===== src/design/srtfq_pkg.sv =====
// Shared types, codes and field widths for the SRTF ready queue.
package srtfq_pkg;

    // Default configuration
    localparam int DEF_QUEUE_DEPTH = 16;
    localparam int DEF_ID_WIDTH    = 8;

    // Fixed field widths on the stream ports
    localparam int PROC_ID_W   = 8;
    localparam int TIME_W      = 20;
    localparam int CNT_OUT_W   = 5;
    localparam int IN_TDATA_W  = 32;
    localparam int OUT_TDATA_W = 24;

    typedef enum logic [1:0] {
        ACT_ADD    = 2'd0,
        ACT_PICK   = 2'd1,
        ACT_REMOVE = 2'd2,
        ACT_UPDATE = 2'd3
    } action_t;

    typedef enum logic [2:0] {
        ST_IDLE,
        ST_SWEEP,
        ST_ROTATE,
        ST_PLACE,
        ST_REPLY
    } state_t;

    typedef struct packed {
        logic [TIME_W-1:0]    remaining_time;
        logic [PROC_ID_W-1:0] proc_id;
        action_t              action;
    } cmd_t;

    typedef struct packed {
        logic [CNT_OUT_W-1:0] queue_count;
        logic [CNT_OUT_W-1:0] expired_count;
        logic [PROC_ID_W-1:0] chosen_id;
        logic                 chosen_valid;
        logic                 accepted;
    } res_t;

endpackage


===== src/design/srtfq_engine.sv =====
// Ready list storage and the sweep sequencer that adds, picks, removes and updates entries.
module srtfq_engine #(
    parameter int QUEUE_DEPTH = srtfq_pkg::DEF_QUEUE_DEPTH,
    parameter int ID_WIDTH    = srtfq_pkg::DEF_ID_WIDTH
) (
    input  logic             clk,
    input  logic             rst_n,
    input  logic             cmd_valid,
    output logic             cmd_ready,
    input  srtfq_pkg::cmd_t  cmd,
    output logic             res_valid,
    input  logic             res_ready,
    output srtfq_pkg::res_t  res
);

    localparam int TW      = srtfq_pkg::TIME_W;
    localparam int AW      = $clog2(QUEUE_DEPTH);
    localparam int CW      = $clog2(QUEUE_DEPTH + 1);
    localparam int ENTRY_W = ID_WIDTH + TW;
    localparam int IXW     = (ID_WIDTH > srtfq_pkg::PROC_ID_W) ? ID_WIDTH : srtfq_pkg::PROC_ID_W;
    localparam int XW      = (CW > srtfq_pkg::CNT_OUT_W) ? CW : srtfq_pkg::CNT_OUT_W;

    // Entry memory: {id, time} per slot, one read and one write port
    logic [ENTRY_W-1:0] mem [QUEUE_DEPTH];
    logic [ENTRY_W-1:0] rd_data_reg;
    logic               rd_en;
    logic [AW-1:0]      rd_addr;
    logic               wr_en;
    logic [AW-1:0]      wr_addr;
    logic [ENTRY_W-1:0] wr_data;

    srtfq_pkg::state_t  state_reg, state_next;
    srtfq_pkg::action_t act_reg, act_next;
    logic [ID_WIDTH-1:0] id_reg, id_next;
    logic [TW-1:0]       time_reg, time_next;
    logic [CW-1:0]       count_reg, count_next;
    logic [CW-1:0]       rd_idx_reg, rd_idx_next;
    logic [CW-1:0]       wr_idx_reg, wr_idx_next;
    logic [AW-1:0]       rpos_reg, rpos_next;
    logic                dv_reg, dv_next;
    logic                more_reg, more_next;
    logic                found_reg, found_next;
    logic                acc_reg, acc_next;
    logic [CW-1:0]       expired_reg, expired_next;
    logic                have_best_reg, have_best_next;
    logic [AW-1:0]       best_pos_reg, best_pos_next;
    logic [ID_WIDTH-1:0] best_id_reg, best_id_next;
    logic [TW-1:0]       best_time_reg, best_time_next;

    logic [IXW-1:0]      cmd_id_x;
    logic [ID_WIDTH-1:0] cmd_id;
    logic [ID_WIDTH-1:0] ent_id;
    logic [TW-1:0]       ent_time;
    logic                match;
    logic [IXW-1:0]      best_id_x;
    logic [XW-1:0]       count_x;
    logic [XW-1:0]       expired_x;

    // Take the id in its low ID_WIDTH bits
    assign cmd_id_x = IXW'(cmd.proc_id);
    assign cmd_id   = cmd_id_x[ID_WIDTH-1:0];
    assign ent_id   = rd_data_reg[ENTRY_W-1:TW];
    assign ent_time = rd_data_reg[TW-1:0];
    assign match    = (ent_id == id_reg) && !found_reg;

    // Memory ports
    always_ff @(posedge clk)
    begin
        if (rd_en)
        begin
            rd_data_reg <= mem[rd_addr];
        end
        if (wr_en)
        begin
            mem[wr_addr] <= wr_data;
        end
    end

    // Sequencer: compaction sweep, backward rotate, place selected entry
    always_comb
    begin
        state_next     = state_reg;
        act_next       = act_reg;
        id_next        = id_reg;
        time_next      = time_reg;
        count_next     = count_reg;
        rd_idx_next    = rd_idx_reg;
        wr_idx_next    = wr_idx_reg;
        rpos_next      = rpos_reg;
        dv_next        = 1'b0;
        more_next      = more_reg;
        found_next     = found_reg;
        acc_next       = acc_reg;
        expired_next   = expired_reg;
        have_best_next = have_best_reg;
        best_pos_next  = best_pos_reg;
        best_id_next   = best_id_reg;
        best_time_next = best_time_reg;
        rd_en          = 1'b0;
        rd_addr        = rd_idx_reg[AW-1:0];
        wr_en          = 1'b0;
        wr_addr        = '0;
        wr_data        = '0;
        cmd_ready      = 1'b0;
        res_valid      = 1'b0;

        case (state_reg)
            srtfq_pkg::ST_IDLE:
            begin
                cmd_ready = 1'b1;
                if (cmd_valid)
                begin
                    act_next       = cmd.action;
                    id_next        = cmd_id;
                    time_next      = cmd.remaining_time;
                    acc_next       = 1'b0;
                    expired_next   = '0;
                    have_best_next = 1'b0;
                    found_next     = 1'b0;
                    more_next      = 1'b0;
                    rd_idx_next    = '0;
                    wr_idx_next    = '0;
                    if (cmd.action == srtfq_pkg::ACT_ADD)
                    begin
                        // Append at the back, or reject as expired or full
                        state_next = srtfq_pkg::ST_REPLY;
                        if (cmd.remaining_time == '0)
                        begin
                            expired_next = CW'(1);
                        end
                        else if (count_reg < CW'(QUEUE_DEPTH))
                        begin
                            wr_en      = 1'b1;
                            wr_addr    = count_reg[AW-1:0];
                            wr_data    = {cmd_id, cmd.remaining_time};
                            count_next = count_reg + CW'(1);
                            acc_next   = 1'b1;
                        end
                    end
                    else
                    begin
                        state_next = srtfq_pkg::ST_SWEEP;
                    end
                end
            end

            srtfq_pkg::ST_SWEEP:
            begin
                // Handle the entry read last cycle
                if (dv_reg)
                begin
                    case (act_reg)
                        srtfq_pkg::ACT_PICK:
                        begin
                            if (ent_time == '0)
                            begin
                                expired_next = expired_reg + CW'(1);
                            end
                            else
                            begin
                                wr_en       = 1'b1;
                                wr_addr     = wr_idx_reg[AW-1:0];
                                wr_data     = rd_data_reg;
                                wr_idx_next = wr_idx_reg + CW'(1);
                                if (!have_best_reg || (ent_time < best_time_reg))
                                begin
                                    have_best_next = 1'b1;
                                    best_pos_next  = wr_idx_reg[AW-1:0];
                                    best_id_next   = ent_id;
                                    best_time_next = ent_time;
                                end
                            end
                        end
                        srtfq_pkg::ACT_REMOVE:
                        begin
                            if (match)
                            begin
                                found_next = 1'b1;
                            end
                            else
                            begin
                                wr_en       = 1'b1;
                                wr_addr     = wr_idx_reg[AW-1:0];
                                wr_data     = rd_data_reg;
                                wr_idx_next = wr_idx_reg + CW'(1);
                            end
                        end
                        srtfq_pkg::ACT_UPDATE:
                        begin
                            if (match)
                            begin
                                found_next = 1'b1;
                                wr_en      = 1'b1;
                                wr_addr    = wr_idx_reg[AW-1:0];
                                wr_data    = {ent_id, time_reg};
                            end
                            wr_idx_next = wr_idx_reg + CW'(1);
                        end
                        default:
                        begin
                        end
                    endcase
                end

                // Issue the next read, or close the sweep
                if (rd_idx_reg < count_reg)
                begin
                    rd_en       = 1'b1;
                    rd_idx_next = rd_idx_reg + CW'(1);
                    dv_next     = 1'b1;
                end
                else
                begin
                    count_next = wr_idx_next;
                    acc_next   = found_next;
                    if ((act_reg == srtfq_pkg::ACT_PICK) && have_best_next &&
                        (best_pos_next != '0))
                    begin
                        state_next  = srtfq_pkg::ST_ROTATE;
                        rd_idx_next = CW'(best_pos_next) - CW'(1);
                        more_next   = 1'b1;
                    end
                    else
                    begin
                        state_next = srtfq_pkg::ST_REPLY;
                    end
                end
            end

            srtfq_pkg::ST_ROTATE:
            begin
                // Shift entries ahead of the selected one back by one slot
                if (dv_reg)
                begin
                    wr_en   = 1'b1;
                    wr_addr = rpos_reg + AW'(1);
                    wr_data = rd_data_reg;
                end
                if (more_reg)
                begin
                    rd_en     = 1'b1;
                    rd_addr   = rd_idx_reg[AW-1:0];
                    rpos_next = rd_idx_reg[AW-1:0];
                    dv_next   = 1'b1;
                    if (rd_idx_reg == '0)
                    begin
                        more_next = 1'b0;
                    end
                    else
                    begin
                        rd_idx_next = rd_idx_reg - CW'(1);
                    end
                end
                else
                begin
                    state_next = srtfq_pkg::ST_PLACE;
                end
            end

            srtfq_pkg::ST_PLACE:
            begin
                // Put the selected entry at the front
                wr_en      = 1'b1;
                wr_addr    = '0;
                wr_data    = {best_id_reg, best_time_reg};
                state_next = srtfq_pkg::ST_REPLY;
            end

            srtfq_pkg::ST_REPLY:
            begin
                res_valid = 1'b1;
                if (res_ready)
                begin
                    state_next = srtfq_pkg::ST_IDLE;
                end
            end

            default:
            begin
                state_next = srtfq_pkg::ST_IDLE;
            end
        endcase
    end

    // Control registers
    always_ff @(posedge clk or negedge rst_n)
    begin
        if (!rst_n)
        begin
            state_reg     <= srtfq_pkg::ST_IDLE;
            count_reg     <= '0;
            dv_reg        <= 1'b0;
            more_reg      <= 1'b0;
            found_reg     <= 1'b0;
            acc_reg       <= 1'b0;
            expired_reg   <= '0;
            have_best_reg <= 1'b0;
        end
        else
        begin
            state_reg     <= state_next;
            count_reg     <= count_next;
            dv_reg        <= dv_next;
            more_reg      <= more_next;
            found_reg     <= found_next;
            acc_reg       <= acc_next;
            expired_reg   <= expired_next;
            have_best_reg <= have_best_next;
        end
    end

    // Payload and pointer registers
    always_ff @(posedge clk)
    begin
        act_reg       <= act_next;
        id_reg        <= id_next;
        time_reg      <= time_next;
        rd_idx_reg    <= rd_idx_next;
        wr_idx_reg    <= wr_idx_next;
        rpos_reg      <= rpos_next;
        best_pos_reg  <= best_pos_next;
        best_id_reg   <= best_id_next;
        best_time_reg <= best_time_next;
    end

    // Assemble the result
    assign best_id_x = IXW'(best_id_reg);
    assign count_x   = XW'(count_reg);
    assign expired_x = XW'(expired_reg);

    always_comb
    begin
        res.accepted      = acc_reg;
        res.chosen_valid  = have_best_reg;
        res.chosen_id     = have_best_reg ? best_id_x[srtfq_pkg::PROC_ID_W-1:0] : '0;
        res.expired_count = expired_x[srtfq_pkg::CNT_OUT_W-1:0];
        res.queue_count   = count_x[srtfq_pkg::CNT_OUT_W-1:0];
    end

    // Checks
    a_count_bound: assert property (@(posedge clk) disable iff (!rst_n)
        count_reg <= CW'(QUEUE_DEPTH))
        else $error("entry count above queue depth");

    a_no_port_clash: assert property (@(posedge clk) disable iff (!rst_n)
        (rd_en && wr_en) |-> (rd_addr != wr_addr))
        else $error("read and write hit the same slot in one cycle");

    a_compact_behind: assert property (@(posedge clk) disable iff (!rst_n)
        (state_reg == srtfq_pkg::ST_SWEEP) |-> (wr_idx_reg <= rd_idx_reg))
        else $error("compaction write pointer ran ahead of the reads");

    a_add_count: assert property (@(posedge clk) disable iff (!rst_n)
        (state_reg == srtfq_pkg::ST_IDLE && cmd_valid && cmd.action == srtfq_pkg::ACT_ADD)
        |=> (count_reg == $past(count_reg) + CW'(acc_reg)))
        else $error("add changed the count inconsistently with its result");

    a_rotate_has_pick: assert property (@(posedge clk) disable iff (!rst_n)
        (state_reg == srtfq_pkg::ST_ROTATE) |-> (have_best_reg && best_pos_reg != '0))
        else $error("rotate pass without a selected entry");

endmodule


===== src/design/srtf_ready_queue.sv =====
// SRTF ready queue top level: stream ports, output register and the list engine.
// Steps: add writes its entry and goes straight to the reply; remove, update and pick
// sweep the N entries held; pick then rotates and places when B > 0; B the
// slot of the selected entry once expired entries are dropped.
// Throughput: one item at a time; the next input transfer is taken only after the result
// has moved into the output register; the one-slot-a-cycle sweep sets the item spacing.
// Reset: the list comes up empty at once; slots are not cleared, no clearing pass.
module srtf_ready_queue #(
    parameter int QUEUE_DEPTH = srtfq_pkg::DEF_QUEUE_DEPTH,
    parameter int ID_WIDTH    = srtfq_pkg::DEF_ID_WIDTH
) (
    input  logic                               clk,
    input  logic                               rst_n,
    input  logic                               s_axis_tvalid,
    output logic                               s_axis_tready,
    // action [1:0], proc_id [9:2], remaining_time [29:10], zero [31:30]
    input  logic [srtfq_pkg::IN_TDATA_W-1:0]   s_axis_tdata,
    output logic                               m_axis_tvalid,
    input  logic                               m_axis_tready,
    // accepted [0], chosen_valid [1], chosen_id [9:2], expired_count [14:10],
    // queue_count [19:15], zero [23:20]
    output logic [srtfq_pkg::OUT_TDATA_W-1:0]  m_axis_tdata
);

    srtfq_pkg::cmd_t cmd;
    srtfq_pkg::res_t res;
    logic            res_valid;
    logic            res_ready;
    logic            m_valid_reg;
    logic [srtfq_pkg::OUT_TDATA_W-1:0] m_data_reg;

    // Unpack the input transfer
    assign cmd.action         = srtfq_pkg::action_t'(s_axis_tdata[1:0]);
    assign cmd.proc_id        = s_axis_tdata[9:2];
    assign cmd.remaining_time = s_axis_tdata[29:10];

    srtfq_engine #(
        .QUEUE_DEPTH (QUEUE_DEPTH),
        .ID_WIDTH    (ID_WIDTH)
    ) u_engine (
        .clk       (clk),
        .rst_n     (rst_n),
        .cmd_valid (s_axis_tvalid),
        .cmd_ready (s_axis_tready),
        .cmd       (cmd),
        .res_valid (res_valid),
        .res_ready (res_ready),
        .res       (res)
    );

    // Output register: load when empty or being drained
    assign res_ready = !m_valid_reg || m_axis_tready;

    always_ff @(posedge clk or negedge rst_n)
    begin
        if (!rst_n)
        begin
            m_valid_reg <= 1'b0;
        end
        else if (res_ready)
        begin
            m_valid_reg <= res_valid;
        end
    end

    always_ff @(posedge clk)
    begin
        if (res_valid && res_ready)
        begin
            m_data_reg <= srtfq_pkg::OUT_TDATA_W'(res);
        end
    end

    assign m_axis_tvalid = m_valid_reg;
    assign m_axis_tdata  = m_data_reg;

endmodule


===== config.mk =====
export PLATFORM = sky130hd
export DESIGN_NAME = srtf_ready_queue
export DESIGN_NICKNAME = d
export VERILOG_FILES = /design/src/design/srtfq_pkg.sv /design/src/design/srtfq_engine.sv /design/src/design/srtf_ready_queue.sv
export SDC_FILE = /design/constraint.sdc
export NUM_CORES = 1
export LEC_CHECK = 0
export BUFFER_PORTS_ARGS = -buffer_cell sky130_fd_sc_hd__buf_2
export CAP_MARGIN = 30
export CORE_ASPECT_RATIO = 0.75
export CORE_MARGIN = 1.5
export CORE_UTILIZATION = 45
export CTS_CLUSTER_DIAMETER = 40
export DETAILED_ROUTE_END_ITERATION = 12
export HOLD_SLACK_MARGIN = 0.03
export PLACE_DENSITY_LB_ADDON = 0.12
export SYNTH_ARGS = -nofsm -noshare
export SYNTH_HDL_FRONTEND = slang
export SYNTH_SLANG_ARGS = --single-unit

===== constraint.sdc =====
create_clock -name clk -period 11.5 [get_ports clk]
set_input_delay 1.725 -clock clk [delete_from_list [all_inputs] [get_ports clk]]
set_output_delay 1.725 -clock clk [all_outputs]
set_load 0.01 [all_outputs]

==> impl_metrics.csv, run 1 <==
group,metric,value,unit
outcome,outcome,"completed",
clock_network,cts_tree,"yes",
setup_path,crit_buf_inv,2,
place,place.gp.congestion,0.811,
timing,holdWs,0.455,ns
cells_and_area,area_growth,17.2,%
timing,tns,0,ns
clock_network,cts_root_buffer,"clkbuf_16",
setup_path,r2r-start,"u_engine.rd_data_reg[9]$_DFFE_PP_",
synthesis,syn_inst,1248,
synthesis,synth_most_common_cell,"edfxtp_1",
drt,antenna_left,0,
grt,grt_max_degree,59,
place,dp.cells,2015,
power_and_ir_drop,power_frac_comb,23.5,%
floorplanning,start_util,45.5,%
drt,dr.pass1.iters,9,
power_and_ir_drop,power,0.00677,W
grt,grt_usage,21.4,%
power_and_ir_drop,power.switching,0.00191,W
synthesis,yosysUniqueCellTypes,65,
floorplanning,dieArea,54800,sq um
min_path,hold_depth,0,
clock_network,cts_hold_buf,0,
min_path,hold_end,"m_axis_tdata[0]$_DFFE_PP_",
min_path,min_from,"u_engine.acc_reg$_DFFE_PN0P_",
synthesis,synthArstFlopShare,3.21,%
floorplanning,die_width,270,microns
power_and_ir_drop,cellPowerDensity,240,nW/um^2
synthesis,synth_edf_count,572,
drt,drcViolationCount,0,
clock_network,post_cts_buffers,0,
floorplanning,core,52900,sq um
drt,avgViaCountPerCell,5.83,
power_and_ir_drop,vdd_ir_drop_max,0.000332,V
floorplanning,rows,73,
grt,first_global_vias,12600,
synthesis,yosys.area.top_type,"edfxtp_1",
synthesis,synth_ff_type,"edfxtp_1",
cells_and_area,final_util,53.3,%
timing,setup_viol,0,
flow_run,maxCapViolations,0,
timing,maxSlewViolCount,0,
drt,drtIter0Drc,1410,
power_and_ir_drop,seq_power_share,41.5,%
timing,finClkSkew,0.0182,ns
grt,gr-usage-met1,32.4,%
setup_path,start_kind,"primary input",
setup_path,end_kind,"register",
synthesis,yosysWarnings,0,
setup_path,critical_path_class,"primary input to register",
grt,use_met3,4.09,%
place,dpl.hpwl,33800,microns
grt,gr-usage-met2,32.5,%
clock_network,clk_pin_slew,0.06,ns
grt,grt-busiest-layer,"met2",
setup_path,r2r_cells,10,
drt,vias,12500,
cells_and_area,insertedDiodeCount,0,
clock_network,clk_latency,0.60,ns
cells_and_area,final_layout_size_suffix_gt1_share,28.4,%
clock_network,htree_levels,3,
timing,max_freq,0.188,GHz
setup_path,critical_path_arrival,5.55,ns
drt,routed_wl,57400,microns
clock_network,cts_resized,0,
floorplanning,die_y,203,microns
timing,post-route-min-period,5.32,ns
synthesis,synth_common_cells,"edfxtp_1 (572), mux4_2 (140), clkbuf_1 (47)",
synthesis,ys_seq_area_share,73.4,%
timing,rsz0062_at_grt,"false",
floorplanning,ioPinCount,62,
setup_path,path_delay_family,"simple AND/OR/NAND/NOR gates",
synthesis,synthDominantCellAreaShare,71.4,%
timing,worst_pin_slew,1.09,ns
drt,wire_per_inst,26.7,microns
setup_path,worstPathCellList,"buf_2 -> nor4_1 -> nand3_1 -> nor2_1 -> nor2b_2 -> a221o_1 -> or3_1 -> nor3_2 -> buf_4",
grt,grt_first_pass_wirelength,85300,microns
setup_path,crit_path_top_delay_cell,"nor3_2",
synthesis,ys_ff_latch,591,
clock_network,clk_path_buf_depth,3,
grt,antenna_found_initial,0,
power_and_ir_drop,p_clk_share,35.0,%
setup_path,slowest_delay,0.86,ns
cells_and_area,stdcell_count,2150,
clock_network,cts_num_sinks,591,
synthesis,avgSynthCellArea,19.3,sq um
synthesis,ys_top_cells_by_area,"edfxtp_1 (71%), mux4_2 (13%), dfrtp_1 (2.0%)",
setup_path,r2r_end,"u_engine.mem[0][12]$_DFFE_PP_",
timing,hold_viol,0,
timing,timing.final.crit_share,46.2,%
power_and_ir_drop,swShare,28.2,%
synthesis,syn_area,24000,sq um
cells_and_area,nNetsFinal,1453,
clock_network,numCtsBuffers,72,
cells_and_area,largest_register_ffs,448,
place,io_buffers,55,
grt,overflow,0,
power_and_ir_drop,p_leak,9.42,nW
setup_path,cp.required,11.73,ns
min_path,hp-class,"register to register",
setup_path,cp_max_fo,21,
setup_path,rrSetupSlack,6.78,ns
timing,maxSlewHeadroom,26.5,%
power_and_ir_drop,p_int,0.00486,W
final cells by class:
| cell class | count | area [sq um] |
|---|---|---|
| Fill cell | 4140 | 24700 |
| Sequential cell | 591 | 17700 |
| Multi-Input combinational cell | 549 | 6040 |
| Clock buffer | 84 | 1920 |
| Timing Repair Buffer | 122 | 897 |
| Tap cell | 712 | 891 |
| Clock inverter | 46 | 594 |
| Inverter | 46 | 173 |
worst max path at each step:
stage / from / end / slack [ns] / cells past startpoint
after global routing: s_axis_tdata[16] / u_engine.mem[0][12]$_DFFE_PP_ / 5.94 / 9
after detailed placement: s_axis_tdata[16] / u_engine.mem[0][10]$_DFFE_PP_ / 5.54 / 9
after CTS: s_axis_tdata[16] / u_engine.mem[0][12]$_DFFE_PP_ / 6.16 / 9
final: s_axis_tdata[16] / u_engine.mem[0][12]$_DFFE_PP_ / 6.18 / 9
after global placement: s_axis_tvalid / u_engine.mem[5][0]$_DFFE_PP_ / 5.34 / 9
after floorplan: s_axis_tvalid / u_engine.mem[1][0]$_DFFE_PP_ / 5.74 / 7
layer usage:
metal,routed length [microns],share of wire [%],up-vias
met2,26500,46,428
met5,0,0,-
met4,849,1.5,0
met3,3920,6.8,72
met1,26100,46,6566
li1,-,-,5478
power by group through the flow:
stage / Clock (W) / Sequential [W] / Combinational [W]
2_1_floorplan: 0 / 0.00278 / 0.00114
3_3_place_gp: 0 / 0.00285 / 0.00155
3_5_place_dp: 0 / 0.00285 / 0.00158
4_1_cts: 0.00242 / 0.00281 / 0.00158
5_1_grt: 0.00250 / 0.00283 / 0.00174
6_report: 0.00237 / 0.00281 / 0.00159
logic make-up (layout without fill, tap and decap cells):
family / after synthesis / after routing / share of synthesized area [%]
adder cells (fa/ha/maj): 35 / 35 / 1.82
other: 1 / 4 / 0.0156
buffers and inverters: 111 / 298 / 1.89
multiplexers: 147 / 147 / 13.4
AO/OA/AOI/OAI: 171 / 171 / 5.08
flip-flops: 591 / 591 / 73.4
AND/OR/NAND/NOR: 174 / 174 / 3.70
XOR/XNOR: 18 / 18 / 0.656
per-stage QoR:
stage          instance area [sq um]  worst slack [ns]
5_1_grt                        28200              5.94
2_1_floorplan                  24100              5.74
3_5_place_dp                   25500              5.54
4_1_cts                        28100              6.16
3_3_place_gp                   25400              5.34
6_report                       28200              6.18
cells in the final DEF, fill, tap and decap left out, drive strengths merged, types with 5 or more instances in the layout:
master,instances
a21o,6
a21oi,24
a222oi,28
a22oi,22
a31oi,13
and2,11
and3,8
buf,121
bufinv,12
clkbuf,85
clkinv,17
clkinvlp,5
dfrtp,19
edfxtp,572
ha,35
inv,58
mux4,140
nand2,34
nand3,10
nand4,9
nor2,40
nor2b,7
nor3,27
nor4,9
o21ai,45
o221ai,5
xnor2,10
xor2,8
Power figures use the tool's default switching activity.
==> run 2, diff against run 1 <==
==> constraint.sdc (replaced) <==
create_clock -name clk -period 5.3 [get_ports clk]
set_input_delay 0.795 -clock clk [delete_from_list [all_inputs] [get_ports clk]]
set_output_delay 0.795 -clock clk [all_outputs]
set_load 0.01 [all_outputs]
==> run 2 against run 1 <==
Compared with the run above:
- via count rose by 1.8%
- clock-buffer cell count is 2 higher
- total power up 110%
- non-clock buffer count up 8
- critical path type is now register to register
- die area did not move
- critical path depth up 5
- sequential share of layout area increased by 0.28 points
==> impl_metrics.csv, run 2 (same netlist as run 1, synthesis figures left out) <==
group,metric,value,unit
drt,wire_per_inst,27.0,microns
timing,maxSlewViolCount,0,
flow_run,maxCapViolations,0,
floorplanning,die_y,203,microns
drt,dr.pass1.iters,7,
cells_and_area,insertedDiodeCount,0,
floorplanning,dieArea,54800,sq um
grt,first_global_vias,12700,
timing,worst_pin_slew,1.01,ns
cells_and_area,stdcell_count,2159,
timing,rsz0062_at_grt,"false",
min_path,hp-class,"primary input to async pin",
setup_path,start_kind,"register",
floorplanning,ioPinCount,62,
floorplanning,die_width,270,microns
clock_network,cts_hold_buf,0,
place,io_buffers,55,
drt,avgViaCountPerCell,5.91,
drt,drtIter0Drc,1561,
timing,max_freq,0.221,GHz
clock_network,cts_num_sinks,591,
clock_network,numCtsBuffers,72,
cells_and_area,nNetsFinal,1461,
cells_and_area,final_layout_size_suffix_gt1_share,28.3,%
clock_network,cts_root_buffer,"clkbuf_16",
grt,overflow,0,
grt,grt_max_degree,81,
timing,maxSlewHeadroom,32.7,%
grt,antenna_found_initial,0,
power_and_ir_drop,p_leak,9.37,nW
cells_and_area,seqCellArea,17700,sq um
cells_and_area,multi_input_area,6040,sq um
floorplanning,start_util,45.5,%
clock_network,clk_latency,0.61,ns
cells_and_area,layout_commonest_cell,"edfxtp_1",
timing,finClkSkew,0.0263,ns
drt,routed_wl,58300,microns
place,place.gp.congestion,0.804,
grt,grt_first_pass_wirelength,86400,microns
power_and_ir_drop,vdd_ir_drop_max,0.000441,V
place,dpl.hpwl,34200,microns
clock_network,post_cts_buffers,0,
clock_network,clk_path_buf_depth,3,
timing,post-route-min-period,4.52,ns
timing,setup_viol,0,
cells_and_area,layout_common_cells,"edfxtp_1 (572), mux4_2 (140), clkbuf_16 (76), buf_4 (66), buf_2 (55)",
clock_network,clk_pin_slew,0.06,ns
outcome,outcome,"completed",
setup_path,critical_path_arrival,4.84,ns
setup_path,cp_max_fo,7,
place,pre_cts_ws,0.804,ns
floorplanning,rows,73,
place,dp.cells,2028,
timing,timing.final.crit_share,85.3,%
setup_path,cp.required,5.61,ns
timing,hold_viol,0,
timing,worst_slack,0.777,ns
drt,drcViolationCount,0,
timing,tns,0,ns
clock_network,cts_resized,0,
setup_path,end_kind,"register",
floorplanning,core,52900,sq um
drt,antenna_left,0,
clock_network,cts_tree,"yes",
cells_and_area,fillers,4148,
drt,vias,12800,
grt,grt_usage,21.6,%
setup_path,critical_path_class,"register to register",
cells_and_area,area_growth,16.6,%
power_and_ir_drop,cellPowerDensity,513,nW/um^2
clock_network,htree_levels,3,
cells_and_area,largest_register_ffs,448,
## run 2: cell types whose count changed in the layout (fill, tap and decap cells not counted), moves of 2 or more
| cell | delta |
|---|---|
| buf_12 | +3 |
| buf_6 | -2 |
| clkinv_4 | +3 |
| bufinv_16 | -7 |
| buf_4 | +12 |
| clkinv_1 | +7 |
| buf_16 | -3 |
| clkinvlp_4 | -2 |
| clkinv_2 | -2 |
## run 2: path summary, 6_finish.rpt
| path | startpoint | to | slack [ns] | cells past startpoint |
|---|---|---|---|---|
| setup / recovery | u_engine.rd_data_reg[15]$_DFFE_PP_ | u_engine.rd_idx_reg[4]$_DFFE_PP_ | 0.78 | 14 |
| hold / removal | rst_n | m_axis_tvalid$_DFFE_PN0P_ | 0.15 | 1 |
| setup reg to reg | u_engine.rd_data_reg[15]$_DFFE_PP_ | u_engine.rd_idx_reg[4]$_DFFE_PP_ | 0.78 | 14 |
| hold reg to reg | u_engine.acc_reg$_DFFE_PN0P_ | m_axis_tdata[0]$_DFFE_PP_ | 0.48 | 0 |
| max in group asynchronous | rst_n | u_engine.more_reg$_DFFE_PN0P_ | 4.80 | 1 |
| min in group clk | s_axis_tdata[3] | u_engine.id_reg[1]$_DFFE_PP_ | 0.38 | 1 |
## run 2: metrics by stage
step,area (sq um),total power [W],hold slack [ns],utilization [%]
floorplan,24100,0.00849,0.426,-
global placement,25600,0.00961,0.450,48.4
detailed placement,25700,0.00966,0.454,48.6
CTS,28000,0.0145,0.129,53.0
global route,28000,0.0150,0.146,53.0
finish,28000,0.0144,0.152,53.0
## run 2: critical path, cell delays in order (launching register included)
cell and delay, ns:
edfxtp_1 0.54, ha_1 0.39, nand4_1 0.18, nor4_1 0.67, nand4_1 0.15, o21ai_0 0.53, buf_4 0.26, nor2_1 0.15
mux2i_1 0.36, ha_1 0.24, nand2_1 0.06, nor3_1 0.19, nor3b_1 0.09, buf_4 0.15, o211a_1 0.29
## run 2: routing by layer
metal	wire length (microns)	vias up	GRT usage, %
met5	0	-	0
met4	1010	0	5.18
met3	4080	83	4.40
met2	26300	494	32.6
met1	27000	6689	32.6
li1	-	5502	-
## run 2: layout make-up
class                   instances  area share, %
well taps                     712           3.18
clock inverters                45           1.49
inverters                      46          0.616
repair buffers                130           3.28
flip-flops and latches        591           62.9
multi-input cells             549           21.5
clock buffers                  86           6.95
## run 2: where the power goes
group,internal [W],switching (W),total (W)
sequential,0.00573,0.000380,0.00611
combinational,0.00156,0.00188,0.00344
clock,0.00290,0.00193,0.00483
==> run 3, diff against run 2 <==
--- a/config.mk
+++ b/config.mk
@@ -14,6 +14,7 @@
 export DETAILED_ROUTE_END_ITERATION = 12
 export HOLD_SLACK_MARGIN = 0.03
 export PLACE_DENSITY_LB_ADDON = 0.12
+export RECOVER_POWER = 100
 export SYNTH_ARGS = -nofsm -noshare
 export SYNTH_HDL_FRONTEND = slang
 export SYNTH_SLANG_ARGS = --single-unit
==> run 3 against run 2 <==
Compared with the run above:
- the run now ends with capacitance limit, slew limit left
- clock skew up 0.0024 ns
- register-to-register slack worse by 0.18 ns
- die area stayed put
- via count about the same
- clock-buffer cell count did not move
- total power barely moved
- sequential share of layout area rose by 0.96 points
- combinational power about the same
==> impl_metrics.csv, run 3 (same netlist as run 1, synthesis figures left out) <==
group,metric,value,unit
setup_path,slowest_delay,0.85,ns
floorplanning,die_y,203,microns
setup_path,cp.required,5.51,ns
drt,avgViaCountPerCell,5.91,
clock_network,clk_pin_slew,0.07,ns
setup_path,critical_path_arrival,4.92,ns
power_and_ir_drop,cellPowerDensity,520,nW/um^2
floorplanning,die_width,270,microns
drt,vias,12800,
floorplanning,rows,73,
grt,grt_first_pass_wirelength,86400,microns
grt,antenna_found_initial,0,
place,dpl.hpwl,34200,microns
timing,finClkSkew,0.0287,ns
outcome,outcome,"finished with violations",
drt,dr.pass1.iters,6,
place,place.gp.congestion,0.804,
power_and_ir_drop,seq_power_share,42.6,%
clock_network,cts_num_sinks,591,
drt,drcViolationCount,0,
floorplanning,core,52900,sq um
grt,grt_max_degree,81,
timing,hold_viol,0,
clock_network,cts_root_buffer,"clkbuf_16",
cells_and_area,layout_commonest_cell,"edfxtp_1",
clock_network,cts_resized,0,
drt,antenna_left,0,
power_and_ir_drop,power.switching,0.00417,W
power_and_ir_drop,power_frac_comb,23.8,%
timing,holdWs,0.377,ns
clock_network,cts_hold_buf,0,
setup_path,critical_path_class,"register to register",
setup_path,start_kind,"register",
power_and_ir_drop,swShare,29.0,%
drt,wire_per_inst,27.0,microns
setup_path,crit_buf_inv,1,
grt,grt_usage,21.6,%
clock_network,clk_latency,0.61,ns
setup_path,path_delay_family,"simple AND/OR/NAND/NOR gates",
floorplanning,ioPinCount,62,
cells_and_area,insertedDiodeCount,0,
timing,rsz0062_at_grt,"false",
drt,drtIter0Drc,1635,
outcome,failed_checks,"capacitance limit, slew limit",
timing,post-route-min-period,4.71,ns
clock_network,numCtsBuffers,72,
cells_and_area,nNetsFinal,1461,
cells_and_area,largest_register_ffs,448,
power_and_ir_drop,p_leak,8.98,nW
cells_and_area,layout_common_cells,"edfxtp_1 (572), mux4_2 (140), clkbuf_1 (108), clkbuf_16 (76)",
power_and_ir_drop,vdd_ir_drop_max,0.000427,V
clock_network,cts_tree,"yes",
clock_network,clk_path_buf_depth,3,
floorplanning,dieArea,54800,sq um
power_and_ir_drop,p_int,0.0102,W
timing,timing.final.crit_share,88.8,%
timing,setup_viol,0,
cells_and_area,area_growth,14.9,%
setup_path,cp_max_fo,23,
cells_and_area,final_layout_size_suffix_gt1_share,19.8,%
drt,routed_wl,58300,microns
setup_path,worstPathCellList,"or3b_1 -> or2_0 -> a211oi_1 -> a21oi_1 -> nand3_1 -> o311ai_0 -> nor3_1 -> clkbuf_1",
timing,tns,0,ns
clock_network,post_cts_buffers,0,
flow_run,maxCapViolations,4,
min_path,hp-class,"primary input to register",
setup_path,end_kind,"register",
grt,first_global_vias,12700,
place,io_buffers,55,
grt,overflow,0,
timing,max_freq,0.212,GHz
floorplanning,start_util,45.5,%
power_and_ir_drop,p_clk_share,33.6,%
clock_network,htree_levels,3,
timing,worst_pin_slew,3.62,ns
setup_path,crit_path_top_delay_cell,"nor3_1",
timing,maxSlewHeadroom,-141,%
timing,maxSlewViolCount,147,
-- run 3: changes by cell type in the layout (fill, tap and decap cells not counted), sizes merged --
cell,change
buf,-113
clkbuf,+113
clkinv,+1
inv,-1
-- run 3: area by class of cell --
| type | instances | area (sq um) |
|---|---|---|
| flip-flops and latches | 591 | 17700 |
| well taps | 712 | 891 |
| fillers | 4247 | 25300 |
| inverters | 46 | 173 |
| clock inverters | 45 | 417 |
| repair buffers | 130 | 612 |
| clock buffers | 86 | 1950 |
| multi-input cells | 549 | 5930 |
-- run 3: through the flow --
step / instance area, sq um / worst slack (ns) / utilization [%] / instances / power (W)
global placement: 25600 / 0.777 / 48.4 / 2023 / 0.00961
detailed placement: 25700 / 0.804 / 48.6 / 2028 / 0.00966
finish: 27600 / 0.594 / 52.2 / 2159 / 0.0144
floorplan: 24100 / 0.467 / - / 1251 / 0.00849
global route: 27600 / 0.295 / 52.2 / 2159 / 0.0150
CTS: 28000 / 0.767 / 53.0 / 2159 / 0.0145
-- run 3: worst paths after layout --
path	from	end	slack (ns)	cells after the start
setup reg to reg	u_engine.state_reg[0]$_DFFE_PN0P_	u_engine.mem[10][17]$_DFFE_PP_	0.59	8
setup / recovery	u_engine.state_reg[0]$_DFFE_PN0P_	u_engine.mem[10][17]$_DFFE_PP_	0.59	8
max in group asynchronous	rst_n	u_engine.more_reg$_DFFE_PN0P_	4.20	1
min in group asynchronous	rst_n	m_axis_tvalid$_DFFE_PN0P_	0.40	1
hold / removal	s_axis_tdata[3]	u_engine.id_reg[1]$_DFFE_PP_	0.38	1
hold reg to reg	u_engine.acc_reg$_DFFE_PN0P_	m_axis_tdata[0]$_DFFE_PP_	0.48	0
-- run 3: layer usage --
metal / track usage (%) / part of all wire, %
met1: 32.6 / 46
met5: 0 / 0
met3: 4.40 / 6.9
met2: 32.6 / 45
met4: 5.18 / 1.6
-- run 3: power groups by stage --
stage,sequential [W],combinational (W),clock (W)
global placement,0.00618,0.00342,0
detailed placement,0.00619,0.00347,0
CTS,0.00610,0.00349,0.00493
floorplan,0.00603,0.00246,0
global route,0.00616,0.00370,0.00512
finish,0.00612,0.00341,0.00483
